`config.mk`:
```
export PLATFORM = sky130hd
export DESIGN_NAME = poi_ctrl
export DESIGN_NICKNAME = d
export VERILOG_FILES = /design/src/poi_pkg.sv /design/src/poi_ctrl.sv
export SDC_FILE = /design/constraint.sdc
export NUM_CORES = 1
export LEC_CHECK = 0
export ABC_CLOCK_PERIOD_IN_PS = 1700
export BUFFER_PORTS_ARGS = -buffer_cell sky130_fd_sc_hd__buf_4
export CORE_MARGIN = 2
export CORE_UTILIZATION = 40
export CTS_CLUSTER_SIZE = 14
export DETAILED_ROUTE_END_ITERATION = 6
export GPL_ROUTABILITY_DRIVEN = 0
export RECOVER_POWER = 50
export SKIP_CTS_REPAIR_TIMING = 1
export SYNTH_ARGS = -nofsm -noshare
export SYNTH_HDL_FRONTEND = slang
export SYNTH_SLANG_ARGS = --single-unit
```
`constraint.sdc`:
```
create_clock -name i_clk -period 1.7 [get_ports i_clk]
set_input_delay 0.17 -clock i_clk [delete_from_list [all_inputs] [get_ports i_clk]]
set_output_delay 0.17 -clock i_clk [all_outputs]
set_load 0.03 [all_outputs]
```
`src/poi_pkg.sv`:
```
// poi_pkg: shared types, codes and constants of the planar odometry integrator.
// No dependencies; every other file in src imports it.
package poi_pkg;

    localparam int CORDIC_STEPS = 24;
    localparam int ITER_W       = 5;
    localparam int CNT_W        = $clog2(CORDIC_STEPS) + 1;
    localparam int ACC_W        = 118;

    // 2^64 / (2*pi), split into 32-bit halves
    localparam logic [31:0] INV_2PI_LO = 32'h9391054A;
    localparam logic [31:0] INV_2PI_HI = 32'h28BE60DB;

    localparam logic signed [33:0] CORDIC_GAIN = 34'sh026DD3B6A;

    // atan(2^-i) as binary angle
    localparam logic [31:0] ATAN_TAB [32] = '{
        32'h20000000, 32'h12E4051E, 32'h09FB385B, 32'h051111D4, 32'h028B0D43, 32'h0145D7E1,
        32'h00A2F61E, 32'h00517C55, 32'h0028BE53, 32'h00145F2F, 32'h000A2F98, 32'h000517CC,
        32'h00028BE6, 32'h000145F3, 32'h0000A2FA, 32'h0000517D, 32'h000028BE, 32'h0000145F,
        32'h00000A30, 32'h00000518, 32'h0000028C, 32'h00000146, 32'h000000A3, 32'h00000051,
        32'h00000029, 32'h00000014, 32'h0000000A, 32'h00000005, 32'h00000003, 32'h00000001,
        32'h00000001, 32'h00000000
    };

    localparam logic [1:0] MODE_INTEGRATE = 2'd0;
    localparam logic [1:0] MODE_LOAD      = 2'd1;
    localparam logic [1:0] MODE_ZERO      = 2'd2;
    localparam logic [1:0] MODE_UNUSED    = 2'd3;

    typedef logic [3:0] t_op;
    localparam t_op OP_NONE     = 4'd0;
    localparam t_op OP_LOAD     = 4'd1;
    localparam t_op OP_MUL_DIST = 4'd2;
    localparam t_op OP_MUL_TURN = 4'd3;
    localparam t_op OP_T00      = 4'd4;
    localparam t_op OP_T01      = 4'd5;
    localparam t_op OP_T10      = 4'd6;
    localparam t_op OP_T11      = 4'd7;
    localparam t_op OP_ANGLE    = 4'd8;
    localparam t_op OP_CORDIC   = 4'd9;
    localparam t_op OP_X0       = 4'd10;
    localparam t_op OP_X1       = 4'd11;
    localparam t_op OP_Y0       = 4'd12;
    localparam t_op OP_Y1       = 4'd13;
    localparam t_op OP_UPDATE   = 4'd14;

    typedef struct packed {
        t_op               op;
        logic [ITER_W-1:0] iter;
    } t_cmd;

    typedef struct packed {
        logic integrate;
        logic out_free;
    } t_status;

    typedef struct packed {
        logic [1:0]         mode;
        logic signed [31:0] lin_vel;
        logic signed [31:0] ang_vel;
        logic [31:0]        step_time;
        logic signed [31:0] new_x;
        logic signed [31:0] new_y;
        logic [31:0]        new_heading;
    } t_in_beat;

    typedef struct packed {
        logic signed [31:0] pos_x;
        logic signed [31:0] pos_y;
        logic [31:0]        heading;
        logic               method_used;
        logic signed [31:0] lin_vel_echo;
        logic signed [31:0] ang_vel_echo;
    } t_out_beat;

endpackage

```
`src/poi_ctrl.sv`:
```
// poi_ctrl: sequencer that steps the datapath through one item.
// Depends on poi_pkg.
module poi_ctrl (
    input  logic              i_clk,
    input  logic              i_rst_n,
    input  logic              i_in_valid,
    output logic              o_in_ready,
    input  poi_pkg::t_status  i_status,
    output poi_pkg::t_cmd     o_cmd
);
    import poi_pkg::*;

    localparam logic [2:0] S_IDLE = 3'd0;
    localparam logic [2:0] S_PRE  = 3'd1;
    localparam logic [2:0] S_CORD = 3'd2;
    localparam logic [2:0] S_POST = 3'd3;
    localparam logic [2:0] S_FIN  = 3'd4;

    logic [2:0]       r_state, n_state;
    logic [CNT_W-1:0] r_cnt, n_cnt;

    always_comb begin
        n_state    = r_state;
        n_cnt      = r_cnt;
        o_cmd.op   = OP_NONE;
        o_cmd.iter = r_cnt[ITER_W-1:0];
        o_in_ready = 1'b0;
        unique case (r_state)
            S_IDLE: begin
                o_in_ready = 1'b1;
                if (i_in_valid) begin
                    o_cmd.op = OP_LOAD;
                    n_state  = S_PRE;
                    n_cnt    = '0;
                end
            end
            S_PRE: begin
                if (!i_status.integrate) begin
                    n_state = S_FIN;
                end else begin
                    n_cnt = r_cnt + 1'b1;
                    // gaps let the product land before it is used
                    unique case (r_cnt)
                        CNT_W'(0): o_cmd.op = OP_MUL_DIST;
                        CNT_W'(1): o_cmd.op = OP_MUL_TURN;
                        CNT_W'(3): o_cmd.op = OP_T00;
                        CNT_W'(4): o_cmd.op = OP_T01;
                        CNT_W'(5): o_cmd.op = OP_T10;
                        CNT_W'(6): o_cmd.op = OP_T11;
                        CNT_W'(8): begin
                            o_cmd.op = OP_ANGLE;
                            n_state  = S_CORD;
                            n_cnt    = '0;
                        end
                        default: o_cmd.op = OP_NONE;
                    endcase
                end
            end
            S_CORD: begin
                o_cmd.op = OP_CORDIC;
                if (r_cnt == CNT_W'(CORDIC_STEPS - 1)) begin
                    n_state = S_POST;
                    n_cnt   = '0;
                end else begin
                    n_cnt = r_cnt + 1'b1;
                end
            end
            S_POST: begin
                n_cnt = r_cnt + 1'b1;
                unique case (r_cnt)
                    CNT_W'(0): o_cmd.op = OP_X0;
                    CNT_W'(1): o_cmd.op = OP_X1;
                    CNT_W'(2): o_cmd.op = OP_Y0;
                    CNT_W'(3): o_cmd.op = OP_Y1;
                    CNT_W'(4): n_state  = S_FIN;
                    default:   o_cmd.op = OP_NONE;
                endcase
            end
            S_FIN: begin
                if (i_status.out_free) begin
                    o_cmd.op = OP_UPDATE;
                    n_state  = S_IDLE;
                end
            end
            default: n_state = S_IDLE;
        endcase
    end

    always_ff @(posedge i_clk) begin
        if (!i_rst_n) begin
            r_state <= S_IDLE;
            r_cnt   <= '0;
        end else begin
            r_state <= n_state;
            r_cnt   <= n_cnt;
        end
    end

`ifndef SYNTH
    a_accept_starts: assert property (@(posedge i_clk) disable iff (!i_rst_n)
        (r_state == S_IDLE && i_in_valid) |=> (r_state == S_PRE))
        else $error("accepted beat did not start the sequence");
    a_cord_bound: assert property (@(posedge i_clk) disable iff (!i_rst_n)
        (r_state == S_CORD) |-> (r_cnt < CNT_W'(CORDIC_STEPS)))
        else $error("cordic iteration count out of range");
`endif

endmodule

```
==> flow_metrics.tcl, run 1 <==
set metrics [dict create \
    peakVddDrop_uv 455.0 \
    yosysWarnings 0 \
    cp.arrival_ns 1.58 \
    initialDrtViolationCount 20 \
    grt.busiest_layer "met2" \
    skew_ns 0.001457 \
    async_flop_share_pct 0 \
    synth_nets 121 \
    finalHoldViolations 0 \
    final_nets 136 \
    maxCapViolCount 0 \
    die_width_um 50.80 \
    n_fill_cell 211 \
    dieArea_sq_um 2580 \
    synth_edf_count 0 \
    synthFlopType "dfxtp_1" \
    core_sq_um 2022 \
    drtPass1Iterations 4 \
    io_buffers 14 \
    setup_ws_ns -0.05318 \
    grt_overflow 0 \
    cp-start-kind "flop" \
    grt_pass1_wl_mm 3.657 \
    drtAntennaViolNets 0 \
    vias 895 \
    worstMarginPinSlew_ns 0.4843 \
    outcome "finished with violations" \
    routed_wl_mm 2.177 \
    rsz0062_at_grt "yes" \
    drcViolationCount 0 \
    root_buffer "clkbuf_4" \
    pre_cts_slack_ns 0.03463 \
    dp_cells 149 \
    grt_pass1_vias 810 \
    powerDensity_nw_per_um2 523.9 \
    clock_sinks 9 \
    ios 15 \
    setup_violations 4 \
    max-clock-path-buffers 2 \
    dieHeight_um 50.80 \
    slew_headroom_pct 66.88 \
    grt_use_met2_pct 30.04 \
    rows 16 \
    grt_max_degree 20 \
    cts_tree "yes" \
    gr-usage-met1_pct 25.09 \
    dp_hpwl_mm 1.659 \
    met3_usage_pct 5.357 \
    violations "setup timing" \
    cellLeakagePower_nw 0.3770 \
    drive_gt1_share_pct 39.68 \
    slew_viol_final 0 \
    area_growth_pct 24.43 \
    cts_made_buffers 3 \
    placed_area_sq_um 996.0 \
    syn_area_sq_um 875.8 \
    seq_area_frac_synth_pct 20.57 \
    clk_pin_slew_ns 0.07 \
    track_usage_pct 18.63 \
    ys_types 43 \
    worst-path-max-fanout 6 \
    min_period_ns 1.753 \
    start_util_pct 43.32 \
    power_mw 0.5710 \
    syn_inst 112 \
    avgSynthCellArea_sq_um 7.820 \
    hold_path.class "in2reg" \
    endpoint_kind "primary output" \
    crit_type "reg2out" \
    antenna_found_initial 0 \
    crit_required_ns 1.53 \
    fin_crit_sh_pct 103.1 \
    instances_no_fill 153 \
    h-tree-depth 1 \
    max_freq_mhz 570.4 \
    antenna_cells 0 \
    final_area_sq_um 1090 \
    ys_ff_latch 9 \
    routed_via_density 5.850 \
    clk_latency_ns 0.26 \
    avgRoutedWirePerCell_um 14.23 \
]
## worst max-delay path: stages, from the launching register on
cell and delay (ns):
dfxtp_4 0.37, or3_4 0.42, o31ai_4 0.20, a21boi_2 0.08, o22ai_2 0.10, buf_6 0.15
## metrics by stage
| step | setup TNS, ns | util, % | hold WS [ns] |
|---|---|---|---|
| 2_1_floorplan | 0 | - | 0.3522 |
| 3_3_place_gp | 0 | 49.26 | 0.4524 |
| 3_5_place_dp | 0 | 49.26 | 0.4633 |
| 4_1_cts | -0.7119 | 50.56 | 0.1820 |
| 5_1_grt | -0.3877 | 53.90 | 0.1986 |
| 6_report | -0.1114 | 53.90 | 0.1804 |
## path summary, 6_finish.rpt
check	from	slack [ns]	cells past startpoint	to
worst max register to register	r_cnt[0]	0.17	5	r_state[0]
worst min-delay path	i_status[0]	0.18	3	r_state[2]
worst max-delay path	r_cnt[4]	-0.05	5	o_cmd[5]
worst min register to register	r_cnt[0]	0.59	2	r_cnt[0]
## report_power, final
part	internal, mW	total (mW)	switching, mW
Clock	0.0908	0.174	0.0833
Combinational	0.0731	0.176	0.103
Sequential	0.215	0.221	0.00622
## final cells by class
class | count | area [sq um] | share of cell area [%]
Timing Repair Buffer | 23 | 172.7 | 15.84
Tap cell | 27 | 33.78 | 3.100
Inverter | 6 | 22.52 | 2.067
Multi-Input combinational cell | 84 | 643.1 | 59.01
Clock buffer | 4 | 26.28 | 2.411
Sequential cell | 9 | 191.4 | 17.57
## cell families (layout without fill, tap and decap cells)
logic type,Yosys count,in the layout,share of synthesized area [%]
AOI/OAI and AO/OA,33,33,28.86
adders and majority gates,4,4,5.715
buffers and inverters,19,33,13.29
DFF,9,9,20.57
muxes,1,1,1.143
and+or+nand+nor,46,46,30.43
## placed cells by master (no fill, tap or decap), types with 3 or more instances in the layout
master and n:
o211ai_1 5, nand2_1 8, dfxtp_1 4, a21oi_1 4, dfxtp_2 3, o2111ai_1 3
nor3_1 3, inv_1 4, nor2_1 5, nor2_2 3, o21ai_0 5, clkbuf_4 3
nand3_1 5, buf_4 21
## sequential cells by signal, indices dropped and copies added (netlist names)
register	count
r_cnt	6
r_state	3
## synthesized netlist by cell type (3+ instances only)
| library cell | instances | area, sq um |
|---|---|---|
| nand3_1 | 5 | 25.02 |
| nor4_1 | 3 | 18.77 |
| buf_2 | 3 | 15.01 |
| ha_1 | 4 | 50.05 |
| a21oi_1 | 4 | 20.02 |
| buf_4 | 5 | 37.54 |
| o21ai_0 | 6 | 30.03 |
| inv_1 | 6 | 22.52 |
| dfxtp_1 | 9 | 180.2 |
| nand2b_1 | 3 | 18.77 |
| nand2_1 | 8 | 30.03 |
| o2111ai_1 | 3 | 26.28 |
| o211ai_1 | 5 | 37.54 |
| nor3_1 | 3 | 15.01 |
| buf_6 | 3 | 33.78 |
| nor2_1 | 7 | 26.28 |
## routing by layer
| layer | vias to the layer above | share of wire [%] |
|---|---|---|
| li1 | 448 | - |
| met3 | 0 | 3.3 |
| met2 | 12 | 49 |
| met1 | 435 | 48 |
| met5 | - | 0 |
| met4 | 0 | 0 |
No activity file was read; power rests on OpenSTA's default activity.
==> run 2, diff against run 1 <==
--- a/config.mk
+++ b/config.mk
@@ -5,7 +5,7 @@
 export SDC_FILE = /design/constraint.sdc
 export NUM_CORES = 1
 export LEC_CHECK = 0
-export ABC_CLOCK_PERIOD_IN_PS = 1700
+export ABC_CLOCK_PERIOD_IN_PS = 1500
 export BUFFER_PORTS_ARGS = -buffer_cell sky130_fd_sc_hd__buf_4
 export CORE_MARGIN = 2
 export CORE_UTILIZATION = 40
==> constraint.sdc (replaced) <==
create_clock -name i_clk -period 1.5 [get_ports i_clk]
set_input_delay 0.15 -clock i_clk [delete_from_list [all_inputs] [get_ports i_clk]]
set_output_delay 0.15 -clock i_clk [all_outputs]
set_load 0.03 [all_outputs]
==> flow_metrics.tcl, run 2 (synthesis gave the netlist of run 1 again) <==
set metrics [dict create \
    outcome "finished with violations" \
    violations "setup timing" \
    drive_gt1_share_pct 45.99 \
    dieArea_sq_um 2580 \
    cts_made_buffers 3 \
    grt_overflow 0 \
    rr_worst_depth 7 \
    finalHoldViolations 0 \
    cp-start-kind "flop" \
    drtPass1Iterations 4 \
    setup_violations 5 \
    holdWs_ns 0.1501 \
    crit_type "reg2out" \
    worst-path-max-fanout 7 \
    max_freq_mhz 571.3 \
    powerDensity_nw_per_um2 578.6 \
    routed_via_density 5.817 \
    antenna_cells 0 \
    routed_wl_mm 2.437 \
    final_nets 147 \
    crit_required_ns 1.35 \
    max-clock-path-buffers 2 \
    grt_pass1_wl_mm 3.719 \
    cts_tree "yes" \
    power_mw 0.6942 \
    die_width_um 50.80 \
    grt_pass1_vias 846 \
    root_buffer "clkbuf_4" \
    r2r_end "r_state[0]" \
    antenna_found_initial 0 \
    dp_hpwl_mm 1.717 \
    cp.arrival_ns 1.60 \
    slew_headroom_pct 67.31 \
    top_regs "r_cnt: 6 flops, r_state: 3 flops" \
    min_period_ns 1.750 \
    grt_max_degree 13 \
    track_usage_pct 19.09 \
    ios 15 \
    peakVddDrop_uv 391.8 \
    setup_tns_ns -1.033 \
    avgRoutedWirePerCell_um 14.86 \
    largest_reg_flops 6 \
    skew_ns 0.0003612 \
    min_path_cells 3 \
    clock_sinks 9 \
    worstMarginPinSlew_ns 0.4780 \
    h-tree-depth 1 \
    dp_cells 158 \
    start_util_pct 43.32 \
    maxCapViolCount 0 \
    drtAntennaViolNets 0 \
    instances_no_fill 164 \
    dieHeight_um 50.80 \
    setup_ws_ns -0.2505 \
    hold_start "i_status[0]" \
    rows 16 \
    endpoint_kind "primary output" \
    fin_crit_sh_pct 116.7 \
    slew_viol_final 0 \
    vias 954 \
    hold_path.class "in2reg" \
    rrSetupSlack_ns -0.08 \
    core_sq_um 2022 \
    initialDrtViolationCount 53 \
    r2r-start "r_cnt[1]" \
    drcViolationCount 0 \
    clk_latency_ns 0.28 \
    io_buffers 14 \
    area_growth_pct 37.00 \
    rsz0062_at_grt "yes" \
    top_register "r_cnt" \
    final_common_cell "buf_4" \
    min_to "r_state[2]" \
    mostFrequentLayoutCells "31 x buf_4, 8 x nand2_1, 5 x nor2_1, 5 x nand3_1, 5 x o211ai_1" \
    cellLeakagePower_nw 0.4426 \
    clk_pin_slew_ns 0.07 \
]
## run 2: worst max-delay path: stages (launching register included)
cell,delay [ns]
dfxtp_4,0.37
or3_4,0.40
o31ai_2,0.18
a21boi_1,0.10
o22ai_2,0.11
buf_6,0.15
## run 2: area by class of cell
type / instances / area, sq um
Inverter: 6 / 25.02
Fill cell: 184 / 822.0
Sequential cell: 9 / 191.4
Tap cell: 27 / 33.78
Clock buffer: 4 / 26.28
Multi-Input combinational cell: 84 / 656.9
Timing Repair Buffer: 34 / 266.5
## run 2: metrics by stage
stage	setup WS (ns)	util, %	instance area (sq um)
after floorplan	-0.09865	-	884.6
after global placement	-0.02330	52.66	1065
after detailed placement	-0.06508	52.66	1065
after CTS	-0.3374	53.96	1091
after global routing	-0.3255	59.34	1200
final	-0.2505	59.34	1200
## run 2: metal layers
| layer | routed length [um] | vias up | global-route usage, % |
|---|---|---|---|
| met5 | 0 | - | 0 |
| met4 | 57 | 0 | 10.81 |
| met3 | 119 | 5 | 1.786 |
| met2 | 1225 | 27 | 29.82 |
| met1 | 1034 | 452 | 25.49 |
| li1 | - | 470 | - |
## run 2: worst max-delay path by stage
stage	start	to	slack (ns)	cells past startpoint
2_1_floorplan	r_cnt[3]	o_cmd[7]	-0.1	4
3_3_place_gp	r_cnt[3]	o_cmd[8]	-0.02	5
3_5_place_dp	r_cnt[1]	r_state[0]	-0.07	6
4_1_cts	r_cnt[1]	o_cmd[8]	-0.34	8
5_1_grt	r_cnt[4]	o_cmd[5]	-0.33	5
6_report	r_cnt[5]	o_cmd[5]	-0.25	5
## run 2: report_power, final
part,total [mW],internal [mW],switching [mW]
registers,0.249,0.243,0.00581
clock network,0.216,0.103,0.113
logic,0.229,0.103,0.127
==> run 3, diff against run 2 <==
--- a/config.mk
+++ b/config.mk
@@ -13,6 +13,7 @@
 export DETAILED_ROUTE_END_ITERATION = 6
 export GPL_ROUTABILITY_DRIVEN = 0
 export RECOVER_POWER = 50
+export REMOVE_ABC_BUFFERS = 1
 export SKIP_CTS_REPAIR_TIMING = 1
 export SYNTH_ARGS = -nofsm -noshare
 export SYNTH_HDL_FRONTEND = slang
==> flow_metrics.tcl, run 3 (synthesis gave the netlist of run 1 again) <==
set metrics [dict create \
    avgRoutedWirePerCell_um 15.26 \
    cts_tree "yes" \
    grt_overflow 0 \
    ios 15 \
    powerDensity_nw_per_um2 531.5 \
    final_common_cell "buf_4" \
    antenna_found_initial 0 \
    r2r-start "r_cnt[1]" \
    cp.arrival_ns 1.60 \
    crit_type "reg2out" \
    dp_hpwl_mm 1.764 \
    critical_path.top_delay_family "compound AO/OA/AOI/OAI gates" \
    track_usage_pct 19.90 \
    skew_ns 0.003497 \
    violations "setup timing" \
    pre_cts_slack_ns -0.1009 \
    grt_max_degree 20 \
    antenna_cells 0 \
    critPathLaunch "r_cnt[4]" \
    h-tree-depth 1 \
    dieArea_sq_um 2580 \
    slew_viol_final 0 \
    crit_slowest_cell "or3_4" \
    max-clock-path-buffers 2 \
    peakVddDrop_uv 330.8 \
    cp-start-kind "flop" \
    largest_reg_flops 6 \
    final_nets 149 \
    start_util_pct 43.32 \
    rows 16 \
    instances_no_fill 166 \
    dieHeight_um 50.80 \
    outcome "finished with violations" \
    area_growth_pct 48.00 \
    die_width_um 50.80 \
    hold_path.class "in2reg" \
    setup_violations 5 \
    worst-path-max-fanout 4 \
    top_regs "r_cnt: 6 flops, r_state: 3 flops" \
    clk_pin_slew_ns 0.06 \
    core_sq_um 2022 \
    path_cells "or3_4 -> o31ai_2 -> a21boi_1 -> o22ai_2 -> buf_6" \
    top_register "r_cnt" \
    clock_sinks 9 \
    io_buffers 14 \
    drcViolationCount 0 \
    min_period_ns 1.747 \
    grt_pass1_wl_mm 3.926 \
    maxCapViolCount 0 \
    cellLeakagePower_nw 0.4677 \
    grt_pass1_vias 874 \
    endpoint_kind "primary output" \
    crit_required_ns 1.35 \
    finalHoldViolations 0 \
    setup_ws_ns -0.2474 \
    worstMarginPinSlew_ns 0.4312 \
    routed_wl_mm 2.533 \
    critPathBufInv 1 \
    routed_via_density 5.825 \
    n_fill_cell 180 \
    clk_latency_ns 0.26 \
    dp_cells 161 \
    vias 967 \
    slowest_delay_ns 0.41 \
    drive_gt1_share_pct 53.24 \
    hold_start "i_status[0]" \
    drtAntennaViolNets 0 \
    initialDrtViolationCount 18 \
    root_buffer "clkbuf_4" \
    slew_headroom_pct 71.18 \
    cts_made_buffers 3 \
    rsz0062_at_grt "yes" \
    max_freq_mhz 572.3 \
    fin_crit_sh_pct 116.5 \
    drtPass1Iterations 4 \
    mostFrequentLayoutCells "30 x buf_4, 8 x nand2_1" \
]
## run 3: report_power, final
part	internal, mW	leakage, nW	switching (mW)
clock	0.102	0.0150	0.0844
sequential	0.242	0.0764	0.00719
combinational	0.115	0.376	0.138
total	0.459	0.468	0.230
## run 3: area by class of cell
cell class                 instances  area, sq um  area share [%]
clock buffer                       4        26.28           2.027
inverter                           6        25.02           1.931
multi-input combinational         84        732.0           56.47
sequential                         9        193.9           14.96
tap                               27        33.78           2.606
timing repair buffer              36        285.3           22.01
## run 3: metal layers
metal | vias up | wire length (um) | global-route usage, %
met2 | 20 | 1320 | 33.55
met3 | 8 | 59 | 2.679
met1 | 464 | 1096 | 25.91
met4 | 0 | 57 | 6.757
li1 | 475 | - | -
met5 | - | 0 | 0
## run 3: per-stage QoR
stage | hold WS, ns | power [mW] | cell area (sq um) | setup TNS [ns] | util [%]
detailed placement | 0.4473 | 0.4559 | 1079 | -0.4544 | 53.34
global placement | 0.4414 | 0.4531 | 1079 | -0.03274 | 53.34
global route | 0.1787 | 0.7319 | 1296 | -1.496 | 64.11
finish | 0.1748 | 0.6889 | 1296 | -0.7525 | 64.11
floorplan | 0.2918 | 0.3728 | 782.0 | -2.103 | -
CTS | 0.1709 | 0.6445 | 1105 | -1.704 | 54.64
## run 3: worst paths after layout
kind,endpoint,slack (ns),cells after the start
hold reg to reg,r_state[2],0.65,3
setup reg to reg,r_cnt[3],-0.01,6
hold / removal,r_state[2],0.17,3
setup / recovery,o_cmd[5],-0.25,5
## run 3: worst min-delay path, delay by kind of cell
family	cells	cell delay, ns
simple gates	1	0.09
buf+inv	1	0.08
compound gates	1	0.06
